===== src/rtl/deflate_fixed_huffman_encoder_macros.svh =====
// Assertion macros used by the encoder top level.
`ifndef DEFLATE_FIXED_HUFFMAN_ENCODER_MACROS_SVH
`define DEFLATE_FIXED_HUFFMAN_ENCODER_MACROS_SVH
`ifndef SYNTHESIS
// Property that must hold at every clock edge outside reset.
`define DFHE_ASSERT(label, prop) \
  label: assert property (@(posedge clk_i) disable iff (!rst_ni) prop) \
    else $error("encoder property violated");
// Condition that must never be seen at a clock edge outside reset.
`define DFHE_NEVER(label, cond) \
  label: assert property (@(posedge clk_i) disable iff (!rst_ni) !(cond)) \
    else $error("encoder forbidden condition seen");
`else
`define DFHE_ASSERT(label, prop)
`define DFHE_NEVER(label, cond)
`endif
`endif


===== src/rtl/dfhe_pkg.sv =====
// Types, constants and code tables of the fixed-Huffman token encoder.
package dfhe_pkg;

  // Token kinds as they arrive on the request channel.
  typedef enum logic [1:0] {
    REQ_HEADER  = 2'd0,
    REQ_LITERAL = 2'd1,
    REQ_MATCH   = 2'd2,
    REQ_END     = 2'd3
  } req_type_e;

  // Classified work handed from the front end to the back end.
  typedef enum logic [2:0] {
    JOB_HEADER,
    JOB_LITERAL,
    JOB_MATCH,
    JOB_END,
    JOB_ERROR
  } job_kind_e;

  // Position within the four words of a match.
  typedef enum logic [1:0] {
    STEP_LEN_CODE,
    STEP_LEN_EXTRA,
    STEP_DIST_CODE,
    STEP_DIST_EXTRA
  } match_step_e;

  typedef struct packed {
    job_kind_e   kind;
    logic        bfinal;
    logic [7:0]  literal_value;
    logic [8:0]  match_length;
    logic [15:0] match_distance;
    logic [4:0]  len_idx;
    logic [4:0]  dist_idx;
  } job_t;

  typedef struct packed {
    logic [12:0] code_bits;
    logic [3:0]  bit_count;
    logic        is_extra;
    logic        last_of_run;
    logic        range_error;
  } result_t;

  // Queue depth between front and back end.
  localparam int unsigned DFHE_FIFO_DEPTH = 2;

  // Literal code ranges.
  localparam logic [7:0]  LIT_SPLIT   = 8'd144;
  localparam logic [12:0] LIT_BASE_LO = 13'h030;
  localparam logic [12:0] LIT_BASE_HI = 13'h190;

  // Length symbols from 280 on use 8-bit codes starting at 0xC0.
  localparam logic [4:0]  LEN_IDX_LONG  = 5'd23;
  localparam logic [12:0] LEN_CODE_LONG = 13'h0C0;

  // Valid match ranges.
  localparam logic [8:0]  LEN_MIN  = 9'd3;
  localparam logic [8:0]  LEN_MAX  = 9'd258;
  localparam logic [15:0] DIST_MIN = 16'd1;
  localparam logic [15:0] DIST_MAX = 16'd32768;

  localparam int unsigned NUM_LEN  = 29;
  localparam int unsigned NUM_DIST = 30;

  // Code widths of the fixed-size items.
  localparam logic [3:0] HDR_BITS      = 4'd3;
  localparam logic [3:0] LIT_BITS_LO   = 4'd8;
  localparam logic [3:0] LIT_BITS_HI   = 4'd9;
  localparam logic [3:0] LEN_BITS_LO   = 4'd7;
  localparam logic [3:0] LEN_BITS_HI   = 4'd8;
  localparam logic [3:0] DIST_BITS     = 4'd5;
  localparam logic [3:0] EOB_BITS      = 4'd7;

  localparam logic [8:0] LEN_BASE [NUM_LEN] = '{
    9'd3, 9'd4, 9'd5, 9'd6, 9'd7, 9'd8, 9'd9, 9'd10, 9'd11, 9'd13, 9'd15,
    9'd17, 9'd19, 9'd23, 9'd27, 9'd31, 9'd35, 9'd43, 9'd51, 9'd59, 9'd67,
    9'd83, 9'd99, 9'd115, 9'd131, 9'd163, 9'd195, 9'd227, 9'd258
  };
  localparam logic [3:0] LEN_XBITS [NUM_LEN] = '{
    4'd0, 4'd0, 4'd0, 4'd0, 4'd0, 4'd0, 4'd0, 4'd0, 4'd1, 4'd1, 4'd1,
    4'd1, 4'd2, 4'd2, 4'd2, 4'd2, 4'd3, 4'd3, 4'd3, 4'd3, 4'd4, 4'd4,
    4'd4, 4'd4, 4'd5, 4'd5, 4'd5, 4'd5, 4'd0
  };
  localparam logic [15:0] DIST_BASE [NUM_DIST] = '{
    16'd1, 16'd2, 16'd3, 16'd4, 16'd5, 16'd7, 16'd9, 16'd13, 16'd17,
    16'd25, 16'd33, 16'd49, 16'd65, 16'd97, 16'd129, 16'd193, 16'd257,
    16'd385, 16'd513, 16'd769, 16'd1025, 16'd1537, 16'd2049, 16'd3073,
    16'd4097, 16'd6145, 16'd8193, 16'd12289, 16'd16385, 16'd24577
  };
  localparam logic [3:0] DIST_XBITS [NUM_DIST] = '{
    4'd0, 4'd0, 4'd0, 4'd0, 4'd1, 4'd1, 4'd2, 4'd2, 4'd3, 4'd3, 4'd4,
    4'd4, 4'd5, 4'd5, 4'd6, 4'd6, 4'd7, 4'd7, 4'd8, 4'd8, 4'd9, 4'd9,
    4'd10, 4'd10, 4'd11, 4'd11, 4'd12, 4'd12, 4'd13, 4'd13
  };

endpackage


===== src/rtl/dfhe_req_if.sv =====
// Request channel carrying one LZ77 token per word.
interface dfhe_req_if;
  logic        valid;
  logic        ready;
  logic [1:0]  req_type;
  logic        bfinal;
  logic [7:0]  literal_value;
  logic [8:0]  match_length;
  logic [15:0] match_distance;

  modport source (
    output valid, req_type, bfinal, literal_value, match_length, match_distance,
    input  ready
  );
  modport sink (
    input  valid, req_type, bfinal, literal_value, match_length, match_distance,
    output ready
  );
endinterface


===== src/rtl/dfhe_res_if.sv =====
// Result channel carrying one code word or extra-bit field per word.
interface dfhe_res_if;
  logic        valid;
  logic        ready;
  logic [12:0] code_bits;
  logic [3:0]  bit_count;
  logic        is_extra;
  logic        last_of_run;
  logic        range_error;

  modport source (
    output valid, code_bits, bit_count, is_extra, last_of_run, range_error,
    input  ready
  );
  modport sink (
    input  valid, code_bits, bit_count, is_extra, last_of_run, range_error,
    output ready
  );
endinterface


===== src/rtl/dfhe_front.sv =====
// Front end: accepts tokens, checks match ranges and finds the code indexes.
module dfhe_front
  import dfhe_pkg::*;
(
  input  logic       clk_i,
  input  logic       rst_ni,
  dfhe_req_if.sink   req_i,
  output logic       job_valid_o,
  input  logic       job_ready_i,
  output job_t       job_o
);

  logic  valid_q, valid_d;
  job_t  job_q, job_d;
  logic  in_fire;
  logic  range_bad;
  logic [4:0] len_idx;
  logic [4:0] dist_idx;

  assign req_i.ready = !valid_q || job_ready_i;
  assign in_fire     = req_i.valid && req_i.ready;

  // A match is rejected when either field leaves its legal range.
  assign range_bad = (req_i.match_length < LEN_MIN) || (req_i.match_length > LEN_MAX) ||
                     (req_i.match_distance < DIST_MIN) || (req_i.match_distance > DIST_MAX);

  // Base table search: the last entry not above the value wins.
  always_comb begin
    len_idx = '0;
    for (int i = 1; i < NUM_LEN; i++) begin
      if (req_i.match_length >= LEN_BASE[i]) begin
        len_idx = 5'(i);
      end
    end
  end

  always_comb begin
    dist_idx = '0;
    for (int i = 1; i < NUM_DIST; i++) begin
      if (req_i.match_distance >= DIST_BASE[i]) begin
        dist_idx = 5'(i);
      end
    end
  end

  // Classify the token into a job for the back end.
  always_comb begin
    job_d                = job_q;
    valid_d              = valid_q;
    if (job_ready_i) begin
      valid_d = 1'b0;
    end
    if (in_fire) begin
      valid_d              = 1'b1;
      job_d.bfinal         = req_i.bfinal;
      job_d.literal_value  = req_i.literal_value;
      job_d.match_length   = req_i.match_length;
      job_d.match_distance = req_i.match_distance;
      job_d.len_idx        = len_idx;
      job_d.dist_idx       = dist_idx;
      case (req_type_e'(req_i.req_type))
        REQ_HEADER:  job_d.kind = JOB_HEADER;
        REQ_LITERAL: job_d.kind = JOB_LITERAL;
        REQ_MATCH:   job_d.kind = range_bad ? JOB_ERROR : JOB_MATCH;
        REQ_END:     job_d.kind = JOB_END;
        default:     job_d.kind = JOB_END;
      endcase
    end
  end

  always_ff @(posedge clk_i or negedge rst_ni) begin
    if (!rst_ni) begin
      valid_q <= 1'b0;
    end else begin
      valid_q <= valid_d;
    end
  end

  always_ff @(posedge clk_i) begin
    job_q <= job_d;
  end

  assign job_valid_o = valid_q;
  assign job_o       = job_q;

endmodule


===== src/rtl/dfhe_fifo.sv =====
// Short job queue between the front end and the back end.
module dfhe_fifo
  import dfhe_pkg::*;
#(
  parameter int unsigned Depth = DFHE_FIFO_DEPTH
) (
  input  logic clk_i,
  input  logic rst_ni,
  input  logic push_i,
  output logic push_ready_o,
  input  job_t push_data_i,
  output logic pop_valid_o,
  input  logic pop_i,
  output job_t pop_data_o
);

  localparam int unsigned PtrW = (Depth > 1) ? $clog2(Depth) : 1;
  localparam int unsigned CntW = $clog2(Depth + 1);
  localparam logic [PtrW-1:0] LastPtr = PtrW'(Depth - 1);
  localparam logic [CntW-1:0] FullCnt = CntW'(Depth);

  job_t            mem_q [Depth];
  logic [PtrW-1:0] wr_ptr_q, wr_ptr_d;
  logic [PtrW-1:0] rd_ptr_q, rd_ptr_d;
  logic [CntW-1:0] cnt_q, cnt_d;
  logic            do_push, do_pop;

  assign push_ready_o = (cnt_q != FullCnt);
  assign pop_valid_o  = (cnt_q != '0);
  assign do_push      = push_i && push_ready_o;
  assign do_pop       = pop_i && pop_valid_o;
  assign pop_data_o   = mem_q[rd_ptr_q];

  // Pointer and fill count update.
  always_comb begin
    wr_ptr_d = wr_ptr_q;
    rd_ptr_d = rd_ptr_q;
    cnt_d    = cnt_q;
    if (do_push) begin
      wr_ptr_d = (wr_ptr_q == LastPtr) ? '0 : wr_ptr_q + 1'b1;
    end
    if (do_pop) begin
      rd_ptr_d = (rd_ptr_q == LastPtr) ? '0 : rd_ptr_q + 1'b1;
    end
    if (do_push && !do_pop) begin
      cnt_d = cnt_q + 1'b1;
    end else if (do_pop && !do_push) begin
      cnt_d = cnt_q - 1'b1;
    end
  end

  always_ff @(posedge clk_i or negedge rst_ni) begin
    if (!rst_ni) begin
      wr_ptr_q <= '0;
      rd_ptr_q <= '0;
      cnt_q    <= '0;
    end else begin
      wr_ptr_q <= wr_ptr_d;
      rd_ptr_q <= rd_ptr_d;
      cnt_q    <= cnt_d;
    end
  end

  always_ff @(posedge clk_i) begin
    if (do_push) begin
      mem_q[wr_ptr_q] <= push_data_i;
    end
  end

endmodule


===== src/rtl/dfhe_back.sv =====
// Back end: expands each job into its code words and drives the result register.
module dfhe_back
  import dfhe_pkg::*;
(
  input  logic       clk_i,
  input  logic       rst_ni,
  input  logic       job_valid_i,
  output logic       job_pop_o,
  input  job_t       job_i,
  dfhe_res_if.source res_o
);

  match_step_e step_q, step_d;
  logic        out_valid_q, out_valid_d;
  result_t     out_q, out_d;
  result_t     word;
  logic        load;
  logic [12:0] len_extra;
  logic [12:0] dist_extra;

  // The result register takes a new word whenever it is empty or being drained.
  assign load = job_valid_i && (!out_valid_q || res_o.ready);

  assign len_extra  = 13'(job_i.match_length - LEN_BASE[job_i.len_idx]);
  assign dist_extra = 13'(job_i.match_distance - DIST_BASE[job_i.dist_idx]);

  // Next step: only a match walks through the four steps.
  always_comb begin
    step_d = step_q;
    if (load && (job_i.kind == JOB_MATCH)) begin
      if (step_q == STEP_DIST_EXTRA) begin
        step_d = STEP_LEN_CODE;
      end else begin
        step_d = match_step_e'(step_q + 2'd1);
      end
    end
  end

  // Word for the current job and step.
  always_comb begin
    word = '0;
    word.last_of_run = 1'b1;
    case (job_i.kind)
      JOB_HEADER: begin
        word.code_bits = {10'd0, job_i.bfinal, 2'b10};
        word.bit_count = HDR_BITS;
      end
      JOB_LITERAL: begin
        if (job_i.literal_value < LIT_SPLIT) begin
          word.code_bits = LIT_BASE_LO + 13'(job_i.literal_value);
          word.bit_count = LIT_BITS_LO;
        end else begin
          word.code_bits = LIT_BASE_HI + 13'(job_i.literal_value - LIT_SPLIT);
          word.bit_count = LIT_BITS_HI;
        end
      end
      JOB_END: begin
        word.bit_count = EOB_BITS;
      end
      JOB_ERROR: begin
        word.range_error = 1'b1;
      end
      JOB_MATCH: begin
        word.last_of_run = 1'b0;
        case (step_q)
          STEP_LEN_CODE: begin
            if (job_i.len_idx < LEN_IDX_LONG) begin
              word.code_bits = 13'(job_i.len_idx) + 13'd1;
              word.bit_count = LEN_BITS_LO;
            end else begin
              word.code_bits = LEN_CODE_LONG + 13'(job_i.len_idx - LEN_IDX_LONG);
              word.bit_count = LEN_BITS_HI;
            end
          end
          STEP_LEN_EXTRA: begin
            word.code_bits = len_extra;
            word.bit_count = LEN_XBITS[job_i.len_idx];
            word.is_extra  = 1'b1;
          end
          STEP_DIST_CODE: begin
            word.code_bits = 13'(job_i.dist_idx);
            word.bit_count = DIST_BITS;
          end
          STEP_DIST_EXTRA: begin
            word.code_bits   = dist_extra;
            word.bit_count   = DIST_XBITS[job_i.dist_idx];
            word.is_extra    = 1'b1;
            word.last_of_run = 1'b1;
          end
          default: begin
            word.bit_count = '0;
          end
        endcase
      end
      default: begin
        word.range_error = 1'b1;
      end
    endcase
  end

  // A job leaves the queue with its last word.
  assign job_pop_o = load && ((job_i.kind != JOB_MATCH) || (step_q == STEP_DIST_EXTRA));

  // Result register.
  always_comb begin
    out_valid_d = out_valid_q;
    out_d       = out_q;
    if (!out_valid_q || res_o.ready) begin
      out_valid_d = job_valid_i;
      out_d       = word;
    end
  end

  always_ff @(posedge clk_i or negedge rst_ni) begin
    if (!rst_ni) begin
      step_q      <= STEP_LEN_CODE;
      out_valid_q <= 1'b0;
    end else begin
      step_q      <= step_d;
      out_valid_q <= out_valid_d;
    end
  end

  always_ff @(posedge clk_i) begin
    out_q <= out_d;
  end

  assign res_o.valid       = out_valid_q;
  assign res_o.code_bits   = out_q.code_bits;
  assign res_o.bit_count   = out_q.bit_count;
  assign res_o.is_extra    = out_q.is_extra;
  assign res_o.last_of_run = out_q.last_of_run;
  assign res_o.range_error = out_q.range_error;

endmodule


===== src/rtl/deflate_fixed_huffman_encoder.sv =====
// DEFLATE fixed-Huffman token encoder (block type 01). Each word on req_i is one
// LZ77 token: a block header, a literal, a length/distance match or an end of
// block. Each token gives value/bit-count words on res_o, the last one marked by
// last_of_run; packing into bytes is done downstream. Headers, literals, end of
// block and out-of-range matches give one word; a valid match gives four (length
// code, length extras, distance code, distance extras), and extras words may
// carry zero bits. The result port moves one word per cycle while res_o.ready
// holds. A token passes through the front-stage register and a queue entry before
// its first word is loaded into the result register. The front stage accepts a
// new token every cycle as long as the job queue has room.
`include "deflate_fixed_huffman_encoder_macros.svh"
module deflate_fixed_huffman_encoder
  import dfhe_pkg::*;
#(
  parameter int unsigned FifoDepth = DFHE_FIFO_DEPTH
) (
  input  logic       clk_i,
  input  logic       rst_ni,
  dfhe_req_if.sink   req_i,
  dfhe_res_if.source res_o
);

  logic job_push;
  logic job_push_ready;
  job_t job_in;
  logic job_valid;
  logic job_pop;
  job_t job_head;

  dfhe_front u_front (
    .clk_i       (clk_i),
    .rst_ni      (rst_ni),
    .req_i       (req_i),
    .job_valid_o (job_push),
    .job_ready_i (job_push_ready),
    .job_o       (job_in)
  );

  dfhe_fifo #(
    .Depth (FifoDepth)
  ) u_fifo (
    .clk_i        (clk_i),
    .rst_ni       (rst_ni),
    .push_i       (job_push),
    .push_ready_o (job_push_ready),
    .push_data_i  (job_in),
    .pop_valid_o  (job_valid),
    .pop_i        (job_pop),
    .pop_data_o   (job_head)
  );

  dfhe_back u_back (
    .clk_i       (clk_i),
    .rst_ni      (rst_ni),
    .job_valid_i (job_valid),
    .job_pop_o   (job_pop),
    .job_i       (job_head),
    .res_o       (res_o)
  );

  // An error word is alone in its run and carries no bits.
  `DFHE_ASSERT(a_error_word_shape, res_o.valid && res_o.range_error |-> res_o.last_of_run && (res_o.bit_count == 4'd0) && !res_o.is_extra)
  // Extras never exceed thirteen bits and never come with an error.
  `DFHE_ASSERT(a_extra_word_shape, res_o.valid && res_o.is_extra |-> (res_o.bit_count <= 4'd13) && !res_o.range_error)
  // A queue pop only happens while a job is present.
  `DFHE_NEVER(a_pop_empty, job_pop && !job_valid)

endmodule


===== src/flat_wrapper.sv =====
// flat-port wrapper written by rule: the top's interface ports become plain ports
module deflate_fixed_huffman_encoder_flat import dfhe_pkg::*;
#(
  parameter int unsigned FifoDepth = DFHE_FIFO_DEPTH
)
  (clk_i, rst_ni, req_i_valid, req_i_req_type, req_i_bfinal, req_i_literal_value, req_i_match_length, req_i_match_distance, req_i_ready, res_o_valid, res_o_code_bits, res_o_bit_count, res_o_is_extra, res_o_last_of_run, res_o_range_error, res_o_ready);
  dfhe_req_if req_i_i ();
  dfhe_res_if res_o_i ();
  input  logic clk_i;
  input  logic rst_ni;
  input wire logic [$bits(req_i_i.valid)-1:0] req_i_valid;
  input wire logic [$bits(req_i_i.req_type)-1:0] req_i_req_type;
  input wire logic [$bits(req_i_i.bfinal)-1:0] req_i_bfinal;
  input wire logic [$bits(req_i_i.literal_value)-1:0] req_i_literal_value;
  input wire logic [$bits(req_i_i.match_length)-1:0] req_i_match_length;
  input wire logic [$bits(req_i_i.match_distance)-1:0] req_i_match_distance;
  output wire logic [$bits(req_i_i.ready)-1:0] req_i_ready;
  output wire logic [$bits(res_o_i.valid)-1:0] res_o_valid;
  output wire logic [$bits(res_o_i.code_bits)-1:0] res_o_code_bits;
  output wire logic [$bits(res_o_i.bit_count)-1:0] res_o_bit_count;
  output wire logic [$bits(res_o_i.is_extra)-1:0] res_o_is_extra;
  output wire logic [$bits(res_o_i.last_of_run)-1:0] res_o_last_of_run;
  output wire logic [$bits(res_o_i.range_error)-1:0] res_o_range_error;
  input wire logic [$bits(res_o_i.ready)-1:0] res_o_ready;
  assign req_i_i.valid = req_i_valid;
  assign req_i_i.req_type = req_i_req_type;
  assign req_i_i.bfinal = req_i_bfinal;
  assign req_i_i.literal_value = req_i_literal_value;
  assign req_i_i.match_length = req_i_match_length;
  assign req_i_i.match_distance = req_i_match_distance;
  assign req_i_ready = req_i_i.ready;
  assign res_o_valid = res_o_i.valid;
  assign res_o_code_bits = res_o_i.code_bits;
  assign res_o_bit_count = res_o_i.bit_count;
  assign res_o_is_extra = res_o_i.is_extra;
  assign res_o_last_of_run = res_o_i.last_of_run;
  assign res_o_range_error = res_o_i.range_error;
  assign res_o_i.ready = res_o_ready;
  deflate_fixed_huffman_encoder #(.FifoDepth(FifoDepth)) u_core (.clk_i(clk_i), .rst_ni(rst_ni), .req_i(req_i_i), .res_o(res_o_i));
endmodule

===== config.mk =====
export PLATFORM = sky130hd
export DESIGN_NAME = deflate_fixed_huffman_encoder_flat
export DESIGN_NICKNAME = d
export VERILOG_FILES = /design/src/rtl/dfhe_pkg.sv /design/src/rtl/dfhe_req_if.sv /design/src/rtl/dfhe_res_if.sv /design/src/rtl/dfhe_front.sv /design/src/rtl/dfhe_fifo.sv /design/src/rtl/dfhe_back.sv /design/src/rtl/deflate_fixed_huffman_encoder.sv /design/src/flat_wrapper.sv
export VERILOG_INCLUDE_DIRS = /design/src /design/src/rtl
export SDC_FILE = /design/constraint.sdc
export NUM_CORES = 1
export LEC_CHECK = 0
export BUFFER_PORTS_ARGS = -buffer_cell sky130_fd_sc_hd__buf_2
export CORE_MARGIN = 3
export CORE_UTILIZATION = 40
export DETAILED_ROUTE_END_ITERATION = 12
export GPL_ROUTABILITY_DRIVEN = 0
export MAX_ROUTING_LAYER = met4
export PLACE_DENSITY = 0.64
export SYNTH_ARGS = -nofsm -noshare
export SYNTH_HDL_FRONTEND = slang
export SYNTH_HIERARCHICAL = 1
export SYNTH_SLANG_ARGS = --single-unit

===== constraint.sdc =====
create_clock -name clk_i -period 4.9 [get_ports clk_i]
set_clock_uncertainty 0.2 [all_clocks]
set_input_delay 0.98 -clock clk_i [delete_from_list [all_inputs] [get_ports clk_i]]
set_output_delay 0.98 -clock clk_i [all_outputs]
set_load 0.05 [all_outputs]

Yosys cells after proc, flatten, opt, wreduce, memory -nomap -nowiden
Memory sizes are Yosys's and may differ from the RTL's. Index checks and enable logic that the tools add are counted.

Memories: 5. RAM bits: 94. Word-level logic and storage cells: 232. Bits in read-only memories: 1056. Bits in registers: 75.

Memories: (no name shown) (words 32, width 16, read ports 1, clocked after Yosys merged registers in 0, write ports 0, line dfhe_back.sv:25) `assign dist_extra = 13'(job_i.match_distance - DIST_BASE[job_i.dist_idx]);`; (no name shown) (words 32, width 9, read ports 1, clocked after Yosys merged registers in 0, write ports 0, line dfhe_back.sv:24) `assign len_extra = 13'(job_i.match_length - LEN_BASE[job_i.len_idx]);`; (no name shown) (words 32, width 4, read ports 1, clocked after Yosys merged registers in 0, write ports 0, line dfhe_back.sv:86) `word.bit_count = DIST_XBITS[job_i.dist_idx];`; (no name shown) (words 32, width 4, read ports 1, clocked after Yosys merged registers in 0, write ports 0, line dfhe_back.sv:77) `word.bit_count = LEN_XBITS[job_i.len_idx];`; u_core.u_fifo.mem_q (words 2, width 47, read ports 1, clocked after Yosys merged registers in 0, write ports 1, line dfhe_fifo.sv:22) `job_t mem_q [Depth];`.

Add/subtract/negate cells: 13. $lt $le $gt $ge: 65. Bitwise gates (word level): 2. Multiplexer cells: 82. Reductions and logical operators: 31. Eq/ne operators: 11.

Operator list (count): two-way mux 5 bit (27); two-way mux 4 bit (20); one-hot mux 17 bit (4 select lines) (1); >= comparator 9 x 4 -> 1 bit (second input constant) (6); >= comparator 16 x 3 -> 1 bit (second input constant) (3); >= comparator 9 x 5 -> 1 bit (second input constant) (5); one-hot mux 13 bit (3 select lines) (1); >= comparator 9 x 3 -> 1 bit (second input constant) (4); >= comparator 9 x 6 -> 1 bit (second input constant) (4); >= comparator 9 x 7 -> 1 bit (second input constant) (4); >= comparator 9 x 8 -> 1 bit (second input constant) (4); two-way mux 17 bit (2); >= comparator 16 x 10 -> 1 bit (second input constant) (2); >= comparator 16 x 11 -> 1 bit (second input constant) (2); >= comparator 16 x 12 -> 1 bit (second input constant) (2); >= comparator 16 x 13 -> 1 bit (second input constant) (2); >= comparator 16 x 14 -> 1 bit (second input constant) (2); >= comparator 16 x 15 -> 1 bit (second input constant) (2); >= comparator 16 x 2 -> 1 bit (second input constant) (2); >= comparator 16 x 4 -> 1 bit (second input constant) (2); >= comparator 16 x 5 -> 1 bit (second input constant) (2); >= comparator 16 x 6 -> 1 bit (second input constant) (2); >= comparator 16 x 7 -> 1 bit (second input constant) (2); >= comparator 16 x 8 -> 1 bit (second input constant) (2); 46 further kinds (99).

Longest topological paths before layout
Gate-level depths: netlist (run 1).

Depth after elaboration: 29. Gate-level depth with buffers: 16.

Cells and area by module
The synthesis (run 1) kept the hierarchy.

Modules (own cells, without submodules): dfhe_fifo (sequential area each 2922.8 µm², times used 1, area an instance 3664.8 µm², cells an instance 164); dfhe_back (sequential area each 675.6 µm², times used 1, area an instance 2989.1 µm², cells an instance 361); dfhe_front (sequential area each 1436.4 µm², times used 1, area an instance 2645.0 µm², cells an instance 246).

Worst setup path after synthesis (run 1)
No wires, ideal clock.

Path kind: reg-to-reg. From: reg u_core.u_fifo.rd_ptr_q. To: reg u_core.u_back.out_q (netlist bit u_core/u_back/res_o.code_bits[6]), data pin. Path slack: 1.253 ns. Setup time: 0.272 ns. Required time: 4.428 ns. Arrival: 3.175 ns. Stages on the path, launching flop included: 17. Cells stage by stage: dfrtp_1 buf_6 buf_6 mux2_4 clkbuf_1 clkbuf_1 nor3_1 a21oi_1 ha_1 inv_1 fa_1 a211o_1 a21oi_1 o21bai_1 xor2_1 a211oi_1 o31ai_1.

RTL lines: start: declaration (line dfhe_fifo.sv:24) `logic [PtrW-1:0] rd_ptr_q, rd_ptr_d;`; start signal: assignment (line dfhe_fifo.sv:59) `rd_ptr_q <= rd_ptr_d;`; end signal: assignment (line dfhe_back.sv:125) `out_q <= out_d;`; end: declaration (line dfhe_back.sv:15) `result_t out_q, out_d;`.

==> impl_metrics.env, run 1 <==
export IMPL_coreArea_um2=22000
export IMPL_vias_per_cell=5.46
export IMPL_drive_above_1_share=0.208
export IMPL_drc_errors=0
export IMPL_period_share=0.784
export IMPL_io_buffers=61
export IMPL_start_util=0.410
export IMPL_dpl_hpwl_mm=13.0
export IMPL_final_common_cell="edfxtp_1"
export IMPL_slew_violations=0
export IMPL_critPathRequiredTime_ns=4.84
export IMPL_reg2reg_from="u_core/u_fifo/rd_ptr_q$_DFFE_PN0P_"
export IMPL_worstPathArrival_ns=3.78
export IMPL_worstSetupEndpointType="flop"
export IMPL_grt_antenna_before_repair=0
export IMPL_ctsHoldBuffers=0
export IMPL_r2r_end="u_core/u_back/res_o.code_bits[6]$_DFFE_PN_"
export IMPL_die_h_um=156
export IMPL_ant_nets=0
export IMPL_diodes=0
export IMPL_cts_setup_buffers=0
export IMPL_startpoint="u_core/u_fifo/rd_ptr_q$_DFFE_PN0P_"
export IMPL_grt_pass1_vias=5700
export IMPL_wl_per_cell_um=16.8
export IMPL_cts_num_sinks=160
export IMPL_num_vias=5980
export IMPL_cp_endpoint="u_core/u_back/res_o.code_bits[6]$_DFFE_PN_"
export IMPL_die_area_um2=24300
export IMPL_wl_mm=18.4
export IMPL_fmax_mhz=260
export IMPL_cts_tree="built"
export IMPL_ys_warn_count=6
export IMPL_leakagePower_nw=3.73
export IMPL_grt_max_degree=45
export IMPL_rsz0062_at_grt="false"
export IMPL_final_cell_mix="152 x edfxtp_1, 61 x buf_2, 56 x nand2_1, 43 x ha_1, 41 x nor2_1"
export IMPL_place_area_um2=9510
export IMPL_root_buffer="clkbuf_16"
export IMPL_status="completed"
export IMPL_min_path_type="in2async"
export IMPL_critPathKind="reg2reg"
export IMPL_worst_slew_pin_slew_ns=1.14
export IMPL_cts_max_level=4
export IMPL_insertion_delay_ns=0.42
export IMPL_final_setup_tns_ns=0
export IMPL_cellPowerDensity_nw_per_um2=666
export IMPL_postLayoutCoreUtil=0.462
export IMPL_grt_pass1_wl_mm=29.8
export IMPL_fin_nets=890
export IMPL_cts_buffer_depth=2
export IMPL_maxSlewHeadroom=0.237
export IMPL_ir_worst_vdd_v=0.000321
export IMPL_synth_cells=759
export IMPL_maxCapViolCount=0
export IMPL_design_area_um2=10100
export IMPL_io_pins=62
export IMPL_avgSynthCellArea_um2=11.9
export IMPL_die_w_um=156
export IMPL_initialDrtViolationCount=427
export IMPL_fp_row_count=54
export IMPL_grt_usage=0.159
export IMPL_cts_resized=0
export IMPL_critPathMaxFanout=14
export IMPL_dr_pass1_iters=5
export IMPL_cts_buffers=17
export IMPL_netlist_area_um2=8990
export IMPL_clkTransAtPathRegs_ns=0.06
export IMPL_period_minus_slack_ns=3.84
export IMPL_r2r_cells=12
export IMPL_startpoint_type="flop"
export IMPL_r2r_slack_ns=1.06
export IMPL_setup_violations=0
export IMPL_syn_nets=844
export IMPL_hold_violations=0
export IMPL_grt_overflow=0
export IMPL_area_delta_synth_final_pct=12.8
export IMPL_whs_ns=0.210
layout make-up:
| type | instances | area [um^2] |
|---|---|---|
| inverters | 33 | 124 |
| fillers | 1960 | 11800 |
| well taps | 280 | 350 |
| clock buffers | 17 | 425 |
| clock inverters | 13 | 211 |
| multi-input cells | 527 | 3920 |
| repair buffers | 66 | 343 |
| flip-flops and latches | 160 | 4770 |
worst min path at each step:
stage                                               start                              endpoint  slack, ns  cells after the start
floorplan           u_core/u_front/job_o[0]$_SDFFCE_PP1P_   u_core/u_fifo/mem_q[0][0]$_DFFE_PP_       0.22                      0
global placement       u_core/u_front/job_o[44]$_DFFE_PP_  u_core/u_fifo/mem_q[1][44]$_DFFE_PP_       0.22                      0
detailed placement     u_core/u_front/job_o[45]$_DFFE_PP_  u_core/u_fifo/mem_q[1][45]$_DFFE_PP_       0.23                      0
CTS                                                rst_ni    u_core/u_fifo/rd_ptr_q$_DFFE_PN0P_       0.20                      1
global route                                       rst_ni    u_core/u_fifo/rd_ptr_q$_DFFE_PN0P_       0.21                      1
finish                                             rst_ni    u_core/u_fifo/rd_ptr_q$_DFFE_PN0P_       0.21                      1
power by group:
| group | internal (mW) | total, mW | switching (mW) | leakage, nW |
|---|---|---|---|---|
| sequential | 1.98 | 2.13 | 0.142 | 1.53 |
| clock | 0.901 | 1.42 | 0.515 | 0.311 |
| combinational | 1.23 | 3.21 | 1.98 | 1.89 |
| total | 4.12 | 6.75 | 2.63 | 3.73 |
stage by stage:
stage | power [mW] | setup slack (ns) | std cells
2_1_floorplan | 4.62 | 1.25 | 759
5_1_grt | 7.22 | 0.755 | 1096
3_5_place_dp | 5.34 | 1.11 | 1066
3_3_place_gp | 5.33 | 1.18 | 1066
4_1_cts | 6.79 | 1.09 | 1096
6_report | 6.75 | 1.06 | 1096
state kept, by name (all words and copies together), names as in the netlist, 2 cells and up:
register                       count
u_core/u_back/res_o.bit_count      4
u_core/u_back/res_o.code_bits     13
u_core/u_back/step_q               2
u_core/u_fifo/cnt_q                2
u_core/u_fifo/mem_q               88
u_core/u_front/job_o              44
metal layers:
layer / GRT usage / part of all wire
met5: - / 0
met2: 0.248 / 0.47
met1: 0.208 / 0.47
met4: 0.0559 / 0.018
met3: 0.0283 / 0.042
critical path, stage by stage (launching register included):
cell,delay [ns]
dfrtp_2,0.62
mux2_4,0.38
inv_1,0.14
ha_1,0.28
mux4_2,0.45
nand2b_1,0.10
ha_1,0.28
a211o_1,0.30
a21oi_1,0.18
o21bai_1,0.09
xor2_1,0.15
a211oi_1,0.25
o31ai_1,0.12
Note: power is estimated with default switching activity, not from simulation.
==> run 2: changes to the inputs <==
--- a/config.mk
+++ b/config.mk
@@ -12,7 +12,7 @@
 export DETAILED_ROUTE_END_ITERATION = 12
 export GPL_ROUTABILITY_DRIVEN = 0
 export MAX_ROUTING_LAYER = met4
-export PLACE_DENSITY = 0.64
+export PLACE_DENSITY = 0.66
 export SYNTH_ARGS = -nofsm -noshare
 export SYNTH_HDL_FRONTEND = slang
 export SYNTH_HIERARCHICAL = 1
==> constraint.sdc (replaced) <==
create_clock -name clk_i -period 3.16 [get_ports clk_i]
set_clock_uncertainty 0.2 [all_clocks]
set_input_delay 0.632 -clock clk_i [delete_from_list [all_inputs] [get_ports clk_i]]
set_output_delay 0.632 -clock clk_i [all_outputs]
set_load 0.05 [all_outputs]
==> run 2 against run 1 <==
The run now ends with setup timing left. Worst hold slack got worse by 0.037 ns. Wire length increased by 8.5%. Combinational power increased by 120%. First-iteration DRC count increased by 23%. Sequential power increased by 53%. Count of clock-buffer cells in the layout increased by 1. Via count increased by 6.7%. Cell area increased by 11%. Power increased by 79%.
==> impl_metrics.env, run 2 (synthesis results as in run 1) <==
export IMPL_status="complete, but fails checks"
export IMPL_violations="setup timing"
export IMPL_wl_mm=20.0
export IMPL_critPathRequiredTime_ns=3.13
export IMPL_fin_nets=982
export IMPL_period_share=1.10
export IMPL_hold_violations=0
export IMPL_final_cell_mix="152 x edfxtp_1, 85 x buf_4, 61 x buf_2, 56 x nand2_1, 35 x nor2_1"
export IMPL_startpoint="u_core/u_fifo/rd_ptr_q$_DFFE_PN0P_"
export IMPL_worst_path_buf_inv=2
export IMPL_leakagePower_nw=4.20
export IMPL_sw_frac_of_total=0.397
export IMPL_dpl_hpwl_mm=14.5
export IMPL_maxCapViolCount=0
export IMPL_fp_row_count=54
export IMPL_rsz0062_at_grt="true"
export IMPL_critPathMaxStageDelay_ns=0.49
export IMPL_dp_cells=1148
export IMPL_io_pins=62
export IMPL_setup_violations=9
export IMPL_r2r_slack_ns=-0.31
export IMPL_die_area_um2=24300
export IMPL_wl_per_cell_um=16.8
export IMPL_r2r_end="u_core/u_back/res_o.code_bits[7]$_DFFE_PN_"
export IMPL_instances_no_fill=1190
export IMPL_cts_buffer_depth=2
export IMPL_cts_tree="built"
export IMPL_cts_max_level=4
export IMPL_grt_max_degree=27
export IMPL_diodes=0
export IMPL_crit_family="compound AO/OA/AOI/OAI gates"
export IMPL_grt_usage=0.169
export IMPL_crit_path_top_delay_cell="dfrtp_2"
export IMPL_coreArea_um2=22000
export IMPL_power_mw=12.1
export IMPL_grt_antenna_before_repair=0
export IMPL_die_w_um=156
export IMPL_multi_input_area_um2=4310
export IMPL_ir_worst_vdd_v=0.000493
export IMPL_grt_pass1_wl_mm=31.4
export IMPL_startpoint_type="flop"
export IMPL_largest_register_ffs=88
export IMPL_drc_errors=0
export IMPL_dr_pass1_iters=5
export IMPL_reg2reg_from="u_core/u_fifo/rd_ptr_q$_DFFE_PN0P_"
export IMPL_fmax_mhz=288
export IMPL_area_delta_synth_final_pct=24.7
export IMPL_top_register="u_core/u_fifo/mem_q"
export IMPL_comb_power_share=0.573
export IMPL_insertion_delay_ns=0.43
export IMPL_critPathKind="reg2reg"
export IMPL_vias_per_cell=5.36
export IMPL_ant_nets=0
export IMPL_num_vias=6380
export IMPL_period_minus_slack_ns=3.47
export IMPL_worst_slew_pin_slew_ns=0.668
export IMPL_critPathMaxFanout=7
export IMPL_worstPathArrival_ns=3.44
export IMPL_io_buffers=61
export IMPL_r2r_cells=13
export IMPL_final_setup_tns_ns=-2.07
export IMPL_seq_power_share=0.271
export IMPL_seqCellArea_um2=4770
export IMPL_clkTransAtPathRegs_ns=0.06
export IMPL_final_common_cell="edfxtp_1"
export IMPL_setup_ws_ns=-0.310
export IMPL_path_depth=13
export IMPL_cellPowerDensity_nw_per_um2=1080
export IMPL_grt_overflow=0
export IMPL_fill_cells=1875
export IMPL_worstSetupEndpointType="flop"
export IMPL_min_path_type="in2reg"
export IMPL_drive_above_1_share=0.355
export IMPL_power_switching_mw=4.79
export IMPL_start_util=0.410
export IMPL_p_int_mw=7.27
export IMPL_cts_num_sinks=160
export IMPL_initialDrtViolationCount=524
export IMPL_timing_critical_path_mode_cell="o21ai_1"
export IMPL_cp_endpoint="u_core/u_back/res_o.code_bits[7]$_DFFE_PN_"
export IMPL_root_buffer="clkbuf_16"
export IMPL_maxSlewHeadroom=0.555
export IMPL_cp_cell_sequence="buf_6, mux2_4, inv_2, ha_4, o21ai_2, nand2_1, ha_1, nor2b_4, o31a_1, o41ai_4, o21ai_1, a311oi_2, o21ai_1"
export IMPL_slew_violations=0
export IMPL_grt_pass1_vias=6149
export IMPL_die_h_um=156
export IMPL_cts_buffers=17
export IMPL_pwr_share_clk=0.156
run 2: changes by cell type in the layout (fill, tap and decap cells not counted), sizes merged:
cell | before | now
clkinvlp | 0 | 5
bufinv | 5 | 1
buf | 66 | 157
clkbuf | 17 | 18
dlygate4sd3 | 0 | 1
run 2: how the worst min path moves through the flow:
| stage | endpoint | slack (ns) | startpoint | cells after the start |
|---|---|---|---|---|
| after floorplan | u_core/u_back/res_o.valid$_DFFE_PN0N_ | 0.14 | rst_ni | 0 |
| after global placement | u_core/u_fifo/mem_q[0][14]$_DFFE_PP_ | 0.22 | u_core/u_front/job_o[14]$_DFFE_PP_ | 0 |
| after detailed placement | u_core/u_fifo/mem_q[0][13]$_DFFE_PP_ | 0.23 | u_core/u_front/job_o[13]$_DFFE_PP_ | 0 |
| after CTS | u_core/u_front/job_o[37]$_DFFE_PP_ | 0.15 | req_i_literal_value[2] | 1 |
| after global routing | u_core/u_front/job_o[40]$_DFFE_PP_ | 0.16 | req_i_literal_value[5] | 1 |
| final | u_core/u_front/job_o[43]$_DFFE_PP_ | 0.17 | req_i_bfinal | 1 |
run 2: metrics by stage:
step	setup WS [ns]	area (um^2)	hold WS, ns	utilization
finish	-0.310	11200	0.173	0.511
global route	-0.440	11200	0.161	0.511
CTS	-0.260	11000	0.154	0.500
detailed placement	-0.376	10300	0.231	0.467
global placement	-0.338	10300	0.222	0.467
floorplan	-0.249	9140	0.136	-
run 2: what timing repair did:
item,4_1_cts,5_1_grt
setup buffers,7,2
hold buffers,1,0
setup endpoints to repair,10,13
hold endpoints to repair,8,0
gates resized for setup,26,45
pin swaps,11,22
run 2: final cells by class:
cell class,count,share of cell area
Inverter,33,0.0122
Timing Repair Buffer,158,0.0984
Multi-Input combinational cell,527,0.385
Clock buffer,18,0.0383
Tap cell,280,0.0312
Sequential cell,160,0.425
Clock inverter,14,0.0103
run 2: layer usage:
layer / GRT usage / share of wire / vias up
met5: - / 0 / -
met3: 0.0269 / 0.038 / 32
met2: 0.272 / 0.49 / 132
met4: 0.0694 / 0.021 / 0
met1: 0.214 / 0.45 / 3040
li1: - / - / 3176
run 2: power by group through the flow:
stage / Combinational, mW / Clock, mW / Sequential [mW]
finish: 6.92 / 1.88 / 3.26
global route: 7.51 / 2.01 / 3.32
CTS: 6.40 / 1.94 / 3.27
detailed placement: 6.07 / 0 / 3.32
global placement: 6.00 / 0 / 3.30
floorplan: 3.74 / 0 / 3.66
==> run 3: changes to the inputs <==
--- a/config.mk
+++ b/config.mk
@@ -7,6 +7,7 @@
 export NUM_CORES = 1
 export LEC_CHECK = 0
 export BUFFER_PORTS_ARGS = -buffer_cell sky130_fd_sc_hd__buf_2
+export CORE_ASPECT_RATIO = 1.25
 export CORE_MARGIN = 3
 export CORE_UTILIZATION = 40
 export DETAILED_ROUTE_END_ITERATION = 12
==> run 3 against run 2 <==
The run still ends with setup timing left. Non-clock buffer count up 15. Critical path depth stayed put. Utilization is 1.7 points higher. Global-route usage grew 0.071 points. Power is 6.9% higher. First-iteration DRC count up 0.38%. Count of clock-buffer cells in the layout down 1. Cell count increased by 1.1%. Via count grew 4.0%. Sequential share of layout area fell by 1.1 points. Sequential power is essentially flat. Flip-flop and latch count did not move.
==> impl_metrics.env, run 3 (synthesis results as in run 1) <==
export IMPL_cellPowerDensity_nw_per_um2=1120
export IMPL_setup_violations=11
export IMPL_drive_above_1_share=0.380
export IMPL_maxSlewHeadroom=0.547
export IMPL_violations="setup timing"
export IMPL_r2r_slack_ns=-0.38
export IMPL_r2r_cells=13
export IMPL_fp_row_count=60
export IMPL_die_h_um=174
export IMPL_initialDrtViolationCount=526
export IMPL_hold_violations=0
export IMPL_num_vias=6638
export IMPL_diodes=0
export IMPL_ir_worst_vdd_v=0.000686
export IMPL_critPathMaxFanout=6
export IMPL_die_area_um2=24300
export IMPL_root_buffer="clkbuf_16"
export IMPL_grt_usage=0.170
export IMPL_worstPathArrival_ns=3.49
export IMPL_area_delta_synth_final_pct=28.1
export IMPL_rsz0062_at_grt="true"
export IMPL_slew_violations=0
export IMPL_min_to="u_core/u_front/job_o[36]$_DFFE_PP_"
export IMPL_place_area_um2=10300
export IMPL_critPathKind="reg2reg"
export IMPL_hold_path_depth=1
export IMPL_ant_nets=0
export IMPL_power_mw=12.9
export IMPL_worstSetupEndpointType="flop"
export IMPL_period_share=1.12
export IMPL_top_register="u_core/u_fifo/mem_q"
export IMPL_cts_num_sinks=160
export IMPL_cts_tree="built"
export IMPL_timing_critical_path_mode_cell="ha_4"
export IMPL_grt_pass1_vias=6485
export IMPL_insertion_delay_ns=0.41
export IMPL_wl_per_cell_um=17.3
export IMPL_largest_register_ffs=88
export IMPL_cts_max_level=4
export IMPL_period_minus_slack_ns=3.54
export IMPL_status="complete, but fails checks"
export IMPL_min_delay_start="req_i_literal_value[1]"
export IMPL_io_pins=62
export IMPL_final_cell_mix="152 x edfxtp_1, 93 x buf_4, 61 x buf_2, 54 x nand2_1, 35 x nor2_1"
export IMPL_wl_mm=20.8
export IMPL_coreArea_um2=21800
export IMPL_dpl_hpwl_mm=14.7
export IMPL_drc_errors=0
export IMPL_cts_buffers=17
export IMPL_min_path_type="in2reg"
export IMPL_r2r_end="u_core/u_back/res_o.code_bits[6]$_DFFE_PN_"
export IMPL_cp_cell_sequence="buf_12, mux2_4, inv_6, ha_4, mux4_2, nand2b_4, ha_4, a211o_1, a21oi_2, o21bai_1, xor2_1, a211oi_2, o31ai_1"
export IMPL_final_common_cell="edfxtp_1"
export IMPL_leakagePower_nw=4.33
export IMPL_fin_nets=997
export IMPL_start_util=0.412
export IMPL_maxCapViolCount=0
export IMPL_io_buffers=61
export IMPL_fill_cells=1756
export IMPL_worst_slew_pin_slew_ns=0.677
export IMPL_clkTransAtPathRegs_ns=0.07
export IMPL_grt_antenna_before_repair=0
export IMPL_crit_path_top_delay_cell="mux4_2"
export IMPL_cts_buffer_depth=2
export IMPL_critPathRequiredTime_ns=3.11
export IMPL_setup_ws_ns=-0.378
export IMPL_reg2reg_from="u_core/u_fifo/rd_ptr_q$_DFFE_PN0P_"
export IMPL_dr_pass1_iters=5
export IMPL_die_w_um=140
export IMPL_grt_max_degree=45
export IMPL_critPathMaxStageDelay_ns=0.48
export IMPL_fmax_mhz=283
export IMPL_crit_family="compound AO/OA/AOI/OAI gates"
export IMPL_grt_overflow=0
export IMPL_design_area_um2=11500
export IMPL_worst_path_buf_inv=2
export IMPL_grt_pass1_wl_mm=32.6
export IMPL_startpoint_type="flop"
export IMPL_vias_per_cell=5.52
[run 3: layout make-up]
type                       instances  area, um^2  share of cell area
tap                              279         349              0.0303
timing repair buffer             173        1250               0.108
inverter                          33         141              0.0123
multi-input combinational        527        4410               0.383
clock buffer                      17         425              0.0369
sequential                       160        4770               0.414
clock inverter                    14         180              0.0156
[run 3: layer usage]
layer,share of wire,wire (um),up-vias,GRT usage
li1,-,-,3190,-
met1,0.41,8490,3198,0.195
met2,0.53,11000,203,0.299
met3,0.033,676,47,0.0226
met4,0.032,662,0,0.0703
met5,0,0,-,-
[run 3: worst max-delay path by stage]
stage | start | to | slack (ns) | depth (start not counted)
finish | u_core/u_fifo/rd_ptr_q$_DFFE_PN0P_ | u_core/u_back/res_o.code_bits[6]$_DFFE_PN_ | -0.38 | 13
CTS | u_core/u_fifo/rd_ptr_q$_DFFE_PN0P_ | u_core/u_back/res_o.code_bits[7]$_DFFE_PN_ | -0.31 | 12
global placement | u_core/u_fifo/rd_ptr_q$_DFFE_PN0P_ | u_core/u_back/res_o.code_bits[7]$_DFFE_PN_ | -0.26 | 14
floorplan | u_core/u_fifo/rd_ptr_q$_DFFE_PN0P_ | u_core/u_back/res_o.code_bits[6]$_DFFE_PN_ | -0.25 | 15
detailed placement | u_core/u_fifo/rd_ptr_q$_DFFE_PN0P_ | u_core/u_back/res_o.code_bits[7]$_DFFE_PN_ | -0.33 | 14
global route | u_core/u_fifo/rd_ptr_q$_DFFE_PN0P_ | u_core/u_back/res_o.code_bits[6]$_DFFE_PN_ | -0.49 | 13
[run 3: worst reg2reg max path, stage by stage, from the launching register on]
cell      delay (ns)
dfrtp_2         0.47
buf_12          0.16
mux2_4          0.33
inv_6           0.09
ha_4            0.20
mux4_2          0.48
nand2b_4        0.10
ha_4            0.22
a211o_1         0.31
a21oi_2         0.17
o21bai_1        0.10
xor2_1          0.16
a211oi_2        0.20
o31ai_1         0.11
[run 3: metrics by stage]
stage	hold slack, ns	cells	util	worst slack [ns]	TNS [ns]
global placement	0.222	1153	0.472	-0.257	-1.82
global route	0.173	1203	0.527	-0.491	-3.99
CTS	0.176	1189	0.509	-0.314	-2.14
finish	0.190	1203	0.527	-0.378	-2.64
detailed placement	0.229	1153	0.472	-0.333	-2.41
floorplan	0.136	759	-	-0.249	-1.00
[run 3: where the power goes]
group,internal [mW],leakage (nW),total (mW),switching [mW]
Clock,1.26,0.287,2.11,0.853
Sequential,3.07,1.53,3.26,0.188
Combinational,3.49,2.51,7.54,4.04
Total,7.82,4.33,12.9,5.09
[run 3: repair_timing]
item,CTS,global route
endpoints found under the setup margin,11,13
buffers inserted,4,15
hold buffers,1,0
endpoints found under the hold margin,8,0
pin swaps,18,29
cloned,0,0
gates resized for setup,34,63
